File: config.mk
export PLATFORM = sky130hd
export DESIGN_NAME = task_slot_pool_queue_manager
export DESIGN_NICKNAME = d
export VERILOG_FILES = /design/src/hdl/tspqm_pkg.sv /design/src/hdl/tspqm_ram.sv /design/src/hdl/task_slot_pool_queue_manager.sv
export SDC_FILE = /design/constraint.sdc
export NUM_CORES = 1
export LEC_CHECK = 0
export ABC_CLOCK_PERIOD_IN_PS = 3900
export BUFFER_PORTS_ARGS = -buffer_cell sky130_fd_sc_hd__buf_4
export CORE_MARGIN = 1
export CORE_UTILIZATION = 45
export CTS_BUF_LIST = sky130_fd_sc_hd__clkbuf_8
export DETAILED_ROUTE_END_ITERATION = 12
export GPL_ROUTABILITY_DRIVEN = 0
export GPL_TIMING_DRIVEN = 0
export SLEW_MARGIN = 20
export SYNTH_ARGS = -nofsm -noshare
export SYNTH_HDL_FRONTEND = slang
export SYNTH_SLANG_ARGS = --single-unit
File: constraint.sdc
create_clock -name clk -period 3.9 [get_ports clk]
set_clock_uncertainty 0.2 [all_clocks]
set_input_delay 0.78 -clock clk [delete_from_list [all_inputs] [get_ports clk]]
set_output_delay 0.78 -clock clk [all_outputs]
set_load 0.05 [all_outputs]
File: src/hdl/tspqm_pkg.sv
// Shared constants for the task slot pool and queue manager.
// No dependencies; imported by the top level and the checker.
package tspqm_pkg;

  localparam int SLOTS_DEF = 16;

  localparam logic [2:0] ACT_ALLOC   = 3'd0;
  localparam logic [2:0] ACT_RELEASE = 3'd1;
  localparam logic [2:0] ACT_APP_RUN = 3'd2;
  localparam logic [2:0] ACT_APP_BLK = 3'd3;
  localparam logic [2:0] ACT_RM_RUN  = 3'd4;
  localparam logic [2:0] ACT_RM_BLK  = 3'd5;

  localparam logic [1:0] STATUS_OK       = 2'd0;
  localparam logic [1:0] STATUS_EMPTY    = 2'd1;
  localparam logic [1:0] STATUS_NOTFOUND = 2'd2;

endpackage

File: src/hdl/tspqm_ram.sv
// Generic single-write, single-read RAM with registered read data.
// No dependencies.
module tspqm_ram #(
  parameter int WIDTH = 8,
  parameter int DEPTH = 16,
  localparam int AW = (DEPTH > 1) ? $clog2(DEPTH) : 1
) (
  input  logic             clk,
  input  logic             we,
  input  logic [AW-1:0]    waddr,
  input  logic [WIDTH-1:0] wdata,
  input  logic [AW-1:0]    raddr,
  output logic [WIDTH-1:0] rdata
);

  logic [WIDTH-1:0] mem_r [DEPTH];
  logic [WIDTH-1:0] rdata_r;

  always_ff @(posedge clk) begin
    if (we) begin
      mem_r[waddr] <= wdata;
    end
    rdata_r <= mem_r[raddr];
  end

  assign rdata = rdata_r;

endmodule

File: src/hdl/task_slot_pool_queue_manager.sv
// Top level of the task slot pool and queue manager: sequencer, list heads, output register.
// Depends on tspqm_pkg and tspqm_ram.
//
// A pool of SLOTS task slots is threaded by one link RAM into a LIFO free
// list and two FIFO queues (run and blocked). Each request returns one
// result with a status and a slot. After reset the block writes the initial
// free-list chain into the link RAM and keeps in_tready low meanwhile. Each
// request is then handled alone: release, unused actions, rejected requests
// and append to an empty queue go straight to the result; allocate first
// reads the free head's link; append to a non-empty queue then links the old
// tail; remove from the queue head reads the head's link; remove further
// down walks the queue links (at most SLOTS), one link RAM read per cycle; a
// failed search ends there. The result waits in an output register; a new
// request is taken once it is loaded.
module task_slot_pool_queue_manager
  import tspqm_pkg::*;
#(
  parameter int SLOTS = SLOTS_DEF
) (
  input  logic       clk,
  input  logic       rst_n,
  input  logic       in_tvalid,
  output logic       in_tready,
  input  logic [7:0] in_tdata,   // [2:0] action, [6:3] slot, [7] zero
  output logic       out_tvalid,
  input  logic       out_tready,
  output logic [7:0] out_tdata   // [1:0] status, [5:2] slot_out, [7:6] zero
);

  localparam int LW = $clog2(SLOTS + 1);
  localparam int AW = $clog2(SLOTS);
  localparam int CW = (LW > 4) ? LW : 4;
  localparam logic [LW-1:0] NIL = LW'(SLOTS);

  localparam logic [3:0] ST_CLEAR    = 4'd0;
  localparam logic [3:0] ST_IDLE     = 4'd1;
  localparam logic [3:0] ST_ALLOC_RD = 4'd2;
  localparam logic [3:0] ST_APP_LINK = 4'd3;
  localparam logic [3:0] ST_RM_HEAD  = 4'd4;
  localparam logic [3:0] ST_RM_WALK  = 4'd5;
  localparam logic [3:0] ST_RM_SRD   = 4'd6;
  localparam logic [3:0] ST_RM_FIX   = 4'd7;
  localparam logic [3:0] ST_DONE     = 4'd8;

  logic [3:0]    state_r, state_nxt;
  logic [AW-1:0] clr_r, clr_nxt;
  logic [LW-1:0] free_head_r, free_head_nxt;
  logic [LW-1:0] run_head_r, run_head_nxt;
  logic [LW-1:0] run_tail_r, run_tail_nxt;
  logic [LW-1:0] blk_head_r, blk_head_nxt;
  logic [LW-1:0] blk_tail_r, blk_tail_nxt;
  logic          qblk_r, qblk_nxt;
  logic [LW-1:0] slot_r, slot_nxt;
  logic [LW-1:0] cur_r, cur_nxt;
  logic [AW-1:0] steps_r, steps_nxt;
  logic [1:0]    res_status_r, res_status_nxt;
  logic [3:0]    res_slot_r, res_slot_nxt;
  logic          out_valid_r, out_valid_nxt;
  logic [1:0]    out_status_r, out_status_nxt;
  logic [3:0]    out_slot_r, out_slot_nxt;

  logic          ram_we;
  logic [AW-1:0] ram_waddr;
  logic [LW-1:0] ram_wdata;
  logic [AW-1:0] ram_raddr;
  logic [LW-1:0] ram_rdata;

  logic [2:0]    in_action;
  logic [3:0]    in_slot;
  logic [CW-1:0] slot_ext;
  logic          slot_ok;
  logic [LW-1:0] slot_link;
  logic          in_acc;
  logic          blk_sel;
  logic [LW-1:0] q_head;
  logic [LW-1:0] q_tail;
  logic [LW-1:0] q_head_nxt;
  logic [LW-1:0] q_tail_nxt;

  function automatic logic is_slot(input logic [LW-1:0] v);
    return v < NIL;
  endfunction

  tspqm_ram #(
    .WIDTH (LW),
    .DEPTH (SLOTS)
  ) u_link_ram (
    .clk   (clk),
    .we    (ram_we),
    .waddr (ram_waddr),
    .wdata (ram_wdata),
    .raddr (ram_raddr),
    .rdata (ram_rdata)
  );

  assign in_action = in_tdata[2:0];
  assign in_slot   = in_tdata[6:3];
  assign slot_ext  = CW'(in_slot);
  assign slot_ok   = slot_ext < CW'(SLOTS);
  assign slot_link = LW'(slot_ext);
  assign in_tready = (state_r == ST_IDLE);
  assign in_acc    = in_tvalid && in_tready;

  assign blk_sel = (state_r == ST_IDLE)
                   ? ((in_action == ACT_APP_BLK) || (in_action == ACT_RM_BLK))
                   : qblk_r;
  assign q_head  = blk_sel ? blk_head_r : run_head_r;
  assign q_tail  = blk_sel ? blk_tail_r : run_tail_r;

  always_comb begin
    state_nxt      = state_r;
    clr_nxt        = clr_r;
    free_head_nxt  = free_head_r;
    qblk_nxt       = qblk_r;
    slot_nxt       = slot_r;
    cur_nxt        = cur_r;
    steps_nxt      = steps_r;
    res_status_nxt = res_status_r;
    res_slot_nxt   = res_slot_r;
    q_head_nxt     = q_head;
    q_tail_nxt     = q_tail;
    ram_we         = 1'b0;
    ram_waddr      = '0;
    ram_wdata      = NIL;
    ram_raddr      = '0;

    case (state_r)
      ST_CLEAR: begin
        ram_we    = 1'b1;
        ram_waddr = clr_r;
        ram_wdata = LW'(clr_r) + LW'(1);
        clr_nxt   = clr_r + AW'(1);
        if (clr_r == AW'(SLOTS - 1)) begin
          state_nxt = ST_IDLE;
        end
      end
      ST_IDLE: begin
        if (in_acc) begin
          qblk_nxt       = blk_sel;
          slot_nxt       = slot_link;
          res_status_nxt = STATUS_OK;
          res_slot_nxt   = in_slot;
          state_nxt      = ST_DONE;
          if (in_action == ACT_ALLOC) begin
            if (is_slot(free_head_r)) begin
              res_slot_nxt = 4'(free_head_r);
              ram_raddr    = AW'(free_head_r);
              state_nxt    = ST_ALLOC_RD;
            end else begin
              res_status_nxt = STATUS_EMPTY;
              res_slot_nxt   = 4'd0;
            end
          end else if (in_action inside {[ACT_RELEASE:ACT_RM_BLK]}) begin
            if (!slot_ok) begin
              res_status_nxt = STATUS_NOTFOUND;
            end else begin
              case (in_action)
                ACT_RELEASE: begin
                  ram_we        = 1'b1;
                  ram_waddr     = AW'(slot_link);
                  ram_wdata     = free_head_r;
                  free_head_nxt = slot_link;
                end
                ACT_APP_RUN, ACT_APP_BLK: begin
                  ram_we    = 1'b1;
                  ram_waddr = AW'(slot_link);
                  ram_wdata = NIL;
                  if (!is_slot(q_head) || !is_slot(q_tail)) begin
                    q_head_nxt = slot_link;
                    q_tail_nxt = slot_link;
                  end else begin
                    state_nxt = ST_APP_LINK;
                  end
                end
                default: begin
                  if (!is_slot(q_head)) begin
                    res_status_nxt = STATUS_NOTFOUND;
                  end else if (q_head == slot_link) begin
                    ram_raddr = AW'(slot_link);
                    state_nxt = ST_RM_HEAD;
                  end else begin
                    ram_raddr = AW'(q_head);
                    cur_nxt   = q_head;
                    steps_nxt = '0;
                    state_nxt = ST_RM_WALK;
                  end
                end
              endcase
            end
          end
        end
      end
      ST_ALLOC_RD: begin
        free_head_nxt = ram_rdata;
        ram_we        = 1'b1;
        ram_waddr     = AW'(free_head_r);
        ram_wdata     = NIL;
        state_nxt     = ST_DONE;
      end
      ST_APP_LINK: begin
        ram_we     = 1'b1;
        ram_waddr  = AW'(q_tail);
        ram_wdata  = slot_r;
        q_tail_nxt = slot_r;
        state_nxt  = ST_DONE;
      end
      ST_RM_HEAD: begin
        if (is_slot(ram_rdata)) begin
          q_head_nxt = ram_rdata;
        end else begin
          q_head_nxt = NIL;
          q_tail_nxt = NIL;
        end
        ram_we    = 1'b1;
        ram_waddr = AW'(slot_r);
        ram_wdata = NIL;
        state_nxt = ST_DONE;
      end
      ST_RM_WALK: begin
        if (!is_slot(ram_rdata)) begin
          res_status_nxt = STATUS_NOTFOUND;
          state_nxt      = ST_DONE;
        end else if (ram_rdata == slot_r) begin
          if (q_tail == slot_r) begin
            q_tail_nxt = cur_r;
          end
          ram_raddr = AW'(slot_r);
          state_nxt = ST_RM_SRD;
        end else if (steps_r == AW'(SLOTS - 1)) begin
          res_status_nxt = STATUS_NOTFOUND;
          state_nxt      = ST_DONE;
        end else begin
          steps_nxt = steps_r + AW'(1);
          cur_nxt   = ram_rdata;
          ram_raddr = AW'(ram_rdata);
        end
      end
      ST_RM_SRD: begin
        ram_we    = 1'b1;
        ram_waddr = AW'(cur_r);
        ram_wdata = ram_rdata;
        state_nxt = ST_RM_FIX;
      end
      ST_RM_FIX: begin
        ram_we    = 1'b1;
        ram_waddr = AW'(slot_r);
        ram_wdata = NIL;
        state_nxt = ST_DONE;
      end
      ST_DONE: begin
        if (!out_valid_r || out_tready) begin
          state_nxt = ST_IDLE;
        end
      end
      default: begin
        state_nxt = ST_IDLE;
      end
    endcase
  end

  always_comb begin
    run_head_nxt = run_head_r;
    run_tail_nxt = run_tail_r;
    blk_head_nxt = blk_head_r;
    blk_tail_nxt = blk_tail_r;
    if (blk_sel) begin
      blk_head_nxt = q_head_nxt;
      blk_tail_nxt = q_tail_nxt;
    end else begin
      run_head_nxt = q_head_nxt;
      run_tail_nxt = q_tail_nxt;
    end
  end

  always_comb begin
    out_valid_nxt  = out_valid_r;
    out_status_nxt = out_status_r;
    out_slot_nxt   = out_slot_r;
    if (out_valid_r && out_tready) begin
      out_valid_nxt = 1'b0;
    end
    if ((state_r == ST_DONE) && (!out_valid_r || out_tready)) begin
      out_valid_nxt  = 1'b1;
      out_status_nxt = res_status_r;
      out_slot_nxt   = res_slot_r;
    end
  end

  always_ff @(posedge clk) begin
    if (!rst_n) begin
      state_r     <= ST_CLEAR;
      clr_r       <= '0;
      free_head_r <= '0;
      run_head_r  <= NIL;
      run_tail_r  <= NIL;
      blk_head_r  <= NIL;
      blk_tail_r  <= NIL;
      out_valid_r <= 1'b0;
    end else begin
      state_r     <= state_nxt;
      clr_r       <= clr_nxt;
      free_head_r <= free_head_nxt;
      run_head_r  <= run_head_nxt;
      run_tail_r  <= run_tail_nxt;
      blk_head_r  <= blk_head_nxt;
      blk_tail_r  <= blk_tail_nxt;
      out_valid_r <= out_valid_nxt;
    end
  end

  always_ff @(posedge clk) begin
    qblk_r       <= qblk_nxt;
    slot_r       <= slot_nxt;
    cur_r        <= cur_nxt;
    steps_r      <= steps_nxt;
    res_status_r <= res_status_nxt;
    res_slot_r   <= res_slot_nxt;
    out_status_r <= out_status_nxt;
    out_slot_r   <= out_slot_nxt;
  end

  assign out_tvalid = out_valid_r;
  assign out_tdata  = {2'b00, out_slot_r, out_status_r};

endmodule

# --- Word level (Yosys, flattened, before mapping) ---
# Memories as Yosys holds them, arrays and structs flattened. A register that Yosys moved wholly into a read port is not among the register bits.
# Cells that the tools add are included.
totals:
  output_inout_bits: 10
  mem_bits_rw: 80
  mem_count: 1
  input_bits: 12
  ff_bits: 60
memory_table:
  columns: ["name", "words", "width", "rd", "rd_ports_with_merged_regs", "wr", "line_no", "source"]
  rows:
  - ["u_link_ram.mem_r", 16, 5, 1, 1, 1, "tspqm_ram.sv:16", "logic [WIDTH-1:0] mem_r [DEPTH];"]
classes:
  addsub: 3
  magnitude_cmp: 7
  mux: 111
  reduce_logical: 25
  eq_ne: 33
ops:
  columns: ["operator", "count"]
  rows:
  - ["5-bit two-way mux", 39]
  - ["4-bit two-way mux", 39]
  - ["4-bit case mux with 6 select lines", 2]
  - ["5-bit case mux with 4 select lines", 2]
  - ["5-bit case mux with 2 select lines", 3]
  - ["4-bit case mux with 2 select lines", 3]
  - ["5-bit less-than comparator, second input constant", 4]
  - ["2-bit two-way mux", 9]
  - ["4-bit by 3-bit equality test with 1-bit output, second input constant", 4]
  - ["2-bit inequality test, second input constant", 8]
  - ["5-bit by 4-bit equality test with 1-bit output", 3]
  - ["4-bit equality test, second input constant", 3]
  - ["1-bit two-way mux", 12]
  - ["11-bit AND reduction", 1]
  - ["2-bit by 1-bit inequality test with 1-bit output, second input constant", 5]
  - ["4-bit by 1-bit adder with 4-bit output, second input constant", 2]
  - ["4-bit by 2-bit equality test with 1-bit output, second input constant", 2]
  - ["4-bit AND reduction", 2]
  - ["3-bit by 2-bit equality test with 1-bit output, second input constant", 2]
  - ["3-bit inequality test, second input constant", 2]
  - ["6-bit AND reduction", 1]
  - ["2-bit nonzero test", 3]
  - ["6-bit OR reduction", 1]
  - ["4-bit by 1-bit adder with 5-bit output, second input constant", 1]
  - ["other kinds (18)", 26]

# --- Logic depth before layout (Yosys ltp) ---
# Gate-level depths: netlist of the first run.
depth:
  ltp_word: 14
  mapped_depth: 14
  depth_no_buf: 10

# --- By module ---
# A second synthesis of the first run with hierarchy kept.
hier_totals:
  hier_cells: 646
  area_unflattened_um2: 7249.5
modules_own_cells:
  columns: ["mod", "area_each_um2", "instances", "seq_area_each_um2", "cells_each"]
  rows:
  - ["task_slot_pool_queue_manager", 4036.4, 1, 1461.4, 491]
  - ["tspqm_ram", 3213.1, 1, 2502.4, 155]

# --- Worst setup path before layout of the first run ---
# No wires, ideal clock.
synth_timing:
  path_type: "input port to flip-flop"
  from: "in in_tdata[1]"
  to: "reg cur_r[0] (enable)"
  t_required_ns: 3.301
  n_path_buf: 1
  cell_stages: 9
  setup_ns: 0.399
  arrival_time_ns: 3.126
  slack_ns: 0.175
  path_cell_list: "clkbuf_1 -> xor2_1 -> nand3_1 -> nand3_1 -> and2_1 -> o21ai_0 -> nor2_1 -> a31oi_1 -> nor4_1"
synth_via:
  elab_chain_cells: 7
  elab_cells_between_ends: 20
  cone_classes: "order compare: 3; eq/ne: 10; mux: 2; reduce/logical: 5"
synth_lines:
  columns: ["element", "line_no", "source"]
  rows:
  - ["start: declaration", "task_slot_pool_queue_manager.sv:24", "input logic [7:0] in_tdata,"]
  - ["3-bit by 2-bit equality test with 1-bit output or 3-bit equality test (tied branches)", "task_slot_pool_queue_manager.sv:105, task_slot_pool_queue_manager.sv:157", null]
  - ["1-bit logical OR", "task_slot_pool_queue_manager.sv:105", "? ((in_action == ACT_APP_BLK) || (in_action == ACT_RM_BLK))"]
  - ["1-bit two-way mux", "task_slot_pool_queue_manager.sv:105", null]
  - ["5-bit two-way mux", "task_slot_pool_queue_manager.sv:107", "assign q_head = blk_sel ? blk_head_r : run_head_r;"]
  - ["5-bit less-than comparator or 5-bit by 4-bit equality test with 1-bit output (tied branches)", "task_slot_pool_queue_manager.sv:81, task_slot_pool_queue_manager.sv:178", null]
  - ["2-bit by 1-bit inequality test with 1-bit output (no line) or 2-bit inequality test (tied branches)", null, null]
  - ["11-bit AND reduction (no line) (*)", null, null]
  - ["end signal: assignment", "task_slot_pool_queue_manager.sv:314", "cur_r <= cur_nxt;"]
  - ["end: declaration", "task_slot_pool_queue_manager.sv:54", "logic [LW-1:0] cur_r, cur_nxt;"]
# Mark *: on every way between the ends. The rest lies on a longest branch, timed or not.
# A chain may end at the register's enable or synchronous reset.

# --- Worst setup path after layout of the first run ---
layout_timing:
  from: "reg state_r[1]"
  to: "reg u_link_ram.rdata_r[3], in the netlist u_link_ram.rdata[3] (read register of u_link_ram.mem_r)"
layout_via:
  elab_chain_cells: 12
  elab_cells_between_ends: 15
  cone_classes: "order compare: 1; eq/ne: 3; mux: 10; reduce/logical: 1"
layout_lines:
  columns: ["element", "line_no", "source"]
  rows:
  - ["start: declaration", "task_slot_pool_queue_manager.sv:45", "logic [3:0] state_r, state_nxt;"]
  - ["start signal: assignment", "task_slot_pool_queue_manager.sv:300", "state_r <= state_nxt;"]
  - ["parallel branches: the longest is 11 deep, another holds 5-bit less-than comparator", null, null]
  - ["4-bit case mux with 2 select lines (*)", "task_slot_pool_queue_manager.sv:127", "case (state_r)"]
  - ["end: declaration", "tspqm_ram.sv:17", "logic [WIDTH-1:0] rdata_r;"]
# Every way passes the cells marked *.

==> results of run 1 <==
## worst paths after layout
kind | from | slack [ns] | endpoint
worst max-delay path | state_r[1]$_SDFFE_PN0P_ | 0.11 | u_link_ram.rdata[3]$_DFF_P_
worst min-delay path | res_slot_r[2]$_DFFE_PP_ | 0.22 | out_slot_r[2]$_DFFE_PP_
worst max register to register | state_r[1]$_SDFFE_PN0P_ | 0.11 | u_link_ram.rdata[3]$_DFF_P_
worst min register to register | res_slot_r[2]$_DFFE_PP_ | 0.22 | out_slot_r[2]$_DFFE_PP_
## final cells by class
type	instances	area, um2
inverters	15	65.1
plain buffers	42	213
flip-flops and latches	145	3960
multi-input cells	503	3330
repair buffers	30	220
clock inverters	15	150
well taps	216	270
clock buffers	17	234
fillers	1409	7610
## metal layers
layer	up-vias	GRT usage [%]
li1	2791	-
met1	2954	35.7
met2	275	39.0
met3	47	5.32
met4	0	10.9
met5	-	0
## state kept, by name (all words and copies together) (netlist names), 4 cells and up
signal            cells
clr_r                 4
u_link_ram.mem_r     80
cur_r                 5
blk_tail_r            5
out_slot_r            4
u_link_ram.rdata      5
free_head_r           5
run_tail_r            5
blk_head_r            5
res_slot_r            4
slot_r                4
state_r               4
run_head_r            5
steps_r               4
## what timing repair did
| action | in CTS | in global routing |
|---|---|---|
| gates resized for setup | 1 | 11 |
| endpoints found under the setup margin | 25 | 30 |
| setup buffers | 3 | 8 |
| pin swaps | 1 | 1 |
## through the flow
stage          power (W)  util, %  std cells  instance area, um2  hold slack (ns)
6_report         0.00363     52.6        983                8450            0.222
5_1_grt          0.00377     52.6        983                8450            0.233
4_1_cts          0.00363     52.0        975                8340            0.230
3_5_place_dp     0.00249     49.5        943                7940            0.205
3_3_place_gp     0.00246     49.1        940                7890            0.203
2_1_floorplan    0.00227        -        708                7500            0.200
## worst register-to-register path, stage by stage (launching register included)
cell and delay, ns:
dfxtp_1 0.37, or4b_1 0.57, buf_2 0.20, inv_2 0.07, buf_4 0.16, nand3_1 0.21, nand3_1 0.26, and3_2 0.27
a21oi_4 0.10, buf_6 0.17, mux2_4 0.31, a22o_1 0.27, or4_1 0.50
## report_power, final
group / switching (W) / leakage [nW] / internal (W)
Clock: 0.000631 / 0.193 / 0.000520
Combinational: 0.000396 / 1.52 / 0.000195
Sequential: 0.0000881 / 1.30 / 0.00180
## kinds of logic after synthesis
family,synth area share (%)
muxes,7.33
buffers and inverters,3.76
adders and majority gates,0.334
other,0.0500
AOI/OAI and AO/OA,17.4
DFF,52.9
xor gates and xnor gates,2.10
and+or+nand+nor,16.2
## cell usage in the layout (no fill, tap or decap), drive strengths merged, types with 13 or more instances in the layout
cell	synthesis	routed
edfxtp	106	106
nor2	78	78
clkbuf	31	46
buf	14	43
nand2	42	42
dfxtp	39	39
o21ai	37	37
a21oi	32	32
mux2i	29	29
nand3	24	24
nor3	24	24
mux2	22	22
o22ai	17	17
inv	13	17
a22o	14	14
a211oi	13	13
==> results.json, run 1 <==
{
  "synth-seq-cells": 145,
  "ys.flop_type": "edfxtp_1",
  "grt-ovfl-total": 0,
  "ctsHtreeMaxLevel": 4,
  "yosys.area.top_type": "edfxtp_1",
  "grt_pass1_vias": 5797,
  "grt_pass1_wl_um": 32100,
  "drt-wirelength-per-cell_um": 21.3,
  "syn_area_mm2": 0.00750,
  "synthTopCellsByCount": "edfxtp_1, nor2_1, nand2_1",
  "wl_met3_um": 1580,
  "drive_gt1_share_pct": 16.2,
  "met1Wirelength_um": 9480,
  "crit_type": "reg2reg",
  "rows": 46,
  "antenna_found_initial": 0,
  "worst_path_most_repeated_cell": "nand3_1",
  "ff2ff_path_depth": 12,
  "leakagePower_nw": 3.01,
  "coreArea_mm2": 0.0161,
  "min_path_type": "reg2reg",
  "synthCells": 707,
  "ctsHoldBuffers": 0,
  "synthTopCellsByArea": "edfxtp_1, dfxtp_1, mux2i_1",
  "synthDistinctLibCells": 69,
  "async_reset_ff_share_pct": 0,
  "final-hold-violation-count": 0,
  "nets": 768,
  "clock_sinks": 145,
  "drc": 0,
  "met2_length_um": 9350,
  "grt_max_degree": 17,
  "cts_tree": "yes",
  "yosysWarnings": 0,
  "dp_hpwl_um": 15200,
  "route.vias.total": 6067,
  "finalMaxSlewViolations": 0,
  "worst_slew_pin_slew_ns": 1.09,
  "worstPathArrival_ns": 3.92,
  "path_cells": "or4b_1, buf_2, inv_2, buf_4, nand3_1, nand3_1, and3_2, a21oi_4, buf_6, mux2_4, a22o_1, or4_1",
  "track_usage_pct": 25.7,
  "relSlewSlack_pct": 26.2,
  "synth_edf_count": 106,
  "path_clk_slew_ns": 0.09,
  "crit_slowest_cell": "or4b_1",
  "clock_path_buffers": 2,
  "cp_top_family": "simple AND/OR/NAND/NOR gates",
  "worst-path-max-fanout": 10,
  "peakVddDrop_mv": 0.224,
  "synth.top_cell.area_share_pct": 42.5,
  "port_buffers": 16,
  "start_util_pct": 46.7,
  "cp.buffers_inverters": 4,
  "drt_pass1_iterations": 8,
  "cap_violations": 0,
  "ys_seq_area_share_pct": 52.9,
  "status": "finished clean",
  "drt_iter0_markers": 787,
  "cp.depth": 12,
  "clk_latency_ns": 0.47,
  "cpPeakStageDelay_ns": 0.57,
  "cts_root_buffer": "clkbuf_8",
  "period_needed_ns": 3.79,
  "num_antenna_cells": 0,
  "syn_avg_cell_area_um2": 10.6,
  "setup-violations-final": 0,
  "required_ns": 4.03,
  "timing.fmax_ghz": 0.264,
  "cp-end-kind": "flop",
  "cts_inserted_buffers": 17,
  "fin_crit_sh_pct": 97.1,
  "ant_nets": 0,
  "place_ws_ns": -0.498,
  "yosysMostFrequentCell": "edfxtp_1",
  "crit_path_start_kind": "flop",
  "die_area_mm2": 0.0172,
  "syn2layout_area_growth_pct": 12.7,
  "p_per_area_mw_per_mm2": 430,
  "fp.dieW_um": 131,
  "tns_ns": 0,
  "holdPathStages": 0,
  "fin_ws_ns": 0.111,
  "boundaryPins": 22,
  "via_per_inst": 6.17,
  "fp.dieH_um": 131,
  "highest_layer": "met4",
  "wl_um": 20900
}
Note: power is estimated with default switching activity, not from simulation.
==> run 2: changes to the inputs <==
--- a/config.mk
+++ b/config.mk
@@ -13,6 +13,7 @@
 export DETAILED_ROUTE_END_ITERATION = 12
 export GPL_ROUTABILITY_DRIVEN = 0
 export GPL_TIMING_DRIVEN = 0
+export SETUP_SLACK_MARGIN = 0.3
 export SLEW_MARGIN = 20
 export SYNTH_ARGS = -nofsm -noshare
 export SYNTH_HDL_FRONTEND = slang
==> run 2 against run 1 <==
Count of clock-buffer cells in the layout is the same. Sequential power about the same. Fmax is 3.5% higher. Cell count rose by 1.7%. Clock power barely moved. Global-route usage grew 0.13 points. First-iteration DRC count fell by 10%. Critical path depth up 2. Sequential share of layout area decreased by 1.7 points. Routed wire length grew 1.3%. Register-to-register slack better by 0.13 ns. Critical endpoint is now u_link_ram.rdata[2]$_DFF_P_. Largest cell class unchanged.
==> results.json, run 2 (synthesis results as in run 1) <==
{
  "dp_hpwl_um": 15200,
  "final_util_pct": 54.6,
  "placed_area_mm2": 0.00795,
  "required_ns": 4.03,
  "via_per_inst": 6.21,
  "layout_common_cells": "edfxtp_1, nor2_1, buf_4, nand2_1, dfxtp_1",
  "fp.dieW_um": 131,
  "cts_tree": "yes",
  "worst-path-max-fanout": 8,
  "grt_max_degree": 17,
  "grt-ovfl-total": 0,
  "holdPathStages": 0,
  "cts_root_buffer": "clkbuf_8",
  "drt_pass1_iterations": 7,
  "cp-end-kind": "flop",
  "timing.reg2reg.setup_slack_ns": 0.24,
  "wl_um": 21200,
  "rows": 46,
  "hp-start": "res_slot_r[3]$_DFFE_PP_",
  "largest_register": "u_link_ram.mem_r",
  "antenna_found_initial": 0,
  "worst_slew_pin_slew_ns": 0.927,
  "ant_nets": 0,
  "coreArea_mm2": 0.0161,
  "finalMaxSlewViolations": 0,
  "die_area_mm2": 0.0172,
  "timing.fmax_ghz": 0.273,
  "ff2ff_path_depth": 14,
  "drc": 0,
  "worstPathArrival_ns": 3.79,
  "cap_violations": 0,
  "route.vias.total": 6208,
  "largest_reg_flops": 80,
  "drive_gt1_share_pct": 22.6,
  "nets": 785,
  "clock_sinks": 145,
  "path_clk_slew_ns": 0.08,
  "cts_inserted_buffers": 17,
  "p_per_area_mw_per_mm2": 419,
  "crit_type": "reg2reg",
  "period_needed_ns": 3.66,
  "r2r_start": "state_r[0]$_SDFFE_PN0P_",
  "clk_latency_ns": 0.46,
  "final_cell_area_mm2": 0.00877,
  "fin_crit_sh_pct": 93.8,
  "crit_path_start_kind": "flop",
  "hold_end": "out_slot_r[3]$_DFFE_PP_",
  "track_usage_pct": 25.8,
  "reg2reg_to": "u_link_ram.rdata[2]$_DFF_P_",
  "min_path_type": "reg2reg",
  "drt_iter0_markers": 705,
  "start_util_pct": 46.7,
  "instances_no_fill": 1000,
  "setup-violations-final": 0,
  "final-hold-violation-count": 0,
  "boundaryPins": 22,
  "peakVddDrop_mv": 0.247,
  "relSlewSlack_pct": 37.4,
  "rsz0062_at_grt": "yes",
  "grt_pass1_vias": 5758,
  "ctsHoldBuffers": 0,
  "grt_pass1_wl_um": 32600,
  "syn2layout_area_growth_pct": 17.0,
  "dp.cells": 943,
  "fp.dieH_um": 131,
  "drt-wirelength-per-cell_um": 21.2,
  "mostFrequentLayoutCell": "edfxtp_1",
  "clock_path_buffers": 2,
  "status": "finished clean",
  "leakagePower_nw": 3.13,
  "port_buffers": 16,
  "num_antenna_cells": 0,
  "ctsHtreeMaxLevel": 4
}
## run 2: routing by layer
| metal | global-route usage [%] | wire length (um) | vias up |
|---|---|---|---|
| met5 | 0 | 0 | - |
| met4 | 9.06 | 443 | 0 |
| met3 | 5.11 | 1740 | 49 |
| met2 | 38.7 | 9440 | 303 |
| met1 | 37.1 | 9540 | 3040 |
| li1 | - | - | 2816 |
## run 2: repair_timing
item	4_1_cts	5_1_grt
buffers inserted	12	13
setup endpoints to repair	106	105
pin swaps	2	17
resized for setup	33	40
## run 2: power by group
group / internal [W] / leakage, nW / total (W) / switching (W)
logic: 0.000226 / 1.64 / 0.000643 / 0.000417
clock network: 0.000521 / 0.195 / 0.00115 / 0.000627
registers: 0.00180 / 1.30 / 0.00189 / 0.0000890
total: 0.00255 / 3.13 / 0.00368 / 0.00113
## run 2: per-stage QoR
stage | hold slack (ns) | total power, W | setup slack (ns) | setup TNS [ns]
6_report | 0.228 | 0.00368 | 0.240 | 0
5_1_grt | 0.234 | 0.00381 | 0.189 | 0
4_1_cts | 0.230 | 0.00365 | 0.243 | 0
3_5_place_dp | 0.212 | 0.00249 | -0.388 | -4.55
3_3_place_gp | 0.201 | 0.00246 | -0.351 | -3.95
2_1_floorplan | 0.200 | 0.00227 | 0.316 | 0
## run 2: layout make-up
class,instances,area (um2)
plain buffers,45,267
clock buffers,17,234
clock inverters,15,148
fillers,1395,7290
inverters,15,65.1
multi-input cells,503,3480
flip-flops and latches,145,3970
well taps,216,270
repair buffers,44,345
## run 2: critical path: stages, from the launching register on
cell     delay [ns]
dfxtp_2        0.33
buf_6          0.11
or4b_4         0.48
buf_6          0.16
and2_4         0.16
buf_8          0.14
nor2_8         0.18
inv_6          0.07
o21ai_4        0.26
a21oi_4        0.15
buf_8          0.16
buf_12         0.12
mux2_2         0.28
a22o_1         0.25
or4_1          0.47
## run 2: worst max path at each step
| stage | startpoint | endpoint | slack, ns | depth (start not counted) |
|---|---|---|---|---|
| 2_1_floorplan | in_tdata[1] | u_link_ram.rdata[0]$_DFF_P_ | 0.32 | 11 |
| 3_3_place_gp | in_tdata[1] | u_link_ram.rdata[1]$_DFF_P_ | -0.35 | 11 |
| 3_5_place_dp | in_tdata[1] | u_link_ram.rdata[2]$_DFF_P_ | -0.39 | 11 |
| 4_1_cts | state_r[0]$_SDFFE_PN0P_ | u_link_ram.rdata[2]$_DFF_P_ | 0.24 | 13 |
| 5_1_grt | state_r[0]$_SDFFE_PN0P_ | u_link_ram.rdata[1]$_DFF_P_ | 0.19 | 14 |
| 6_report | state_r[0]$_SDFFE_PN0P_ | u_link_ram.rdata[2]$_DFF_P_ | 0.24 | 14 |
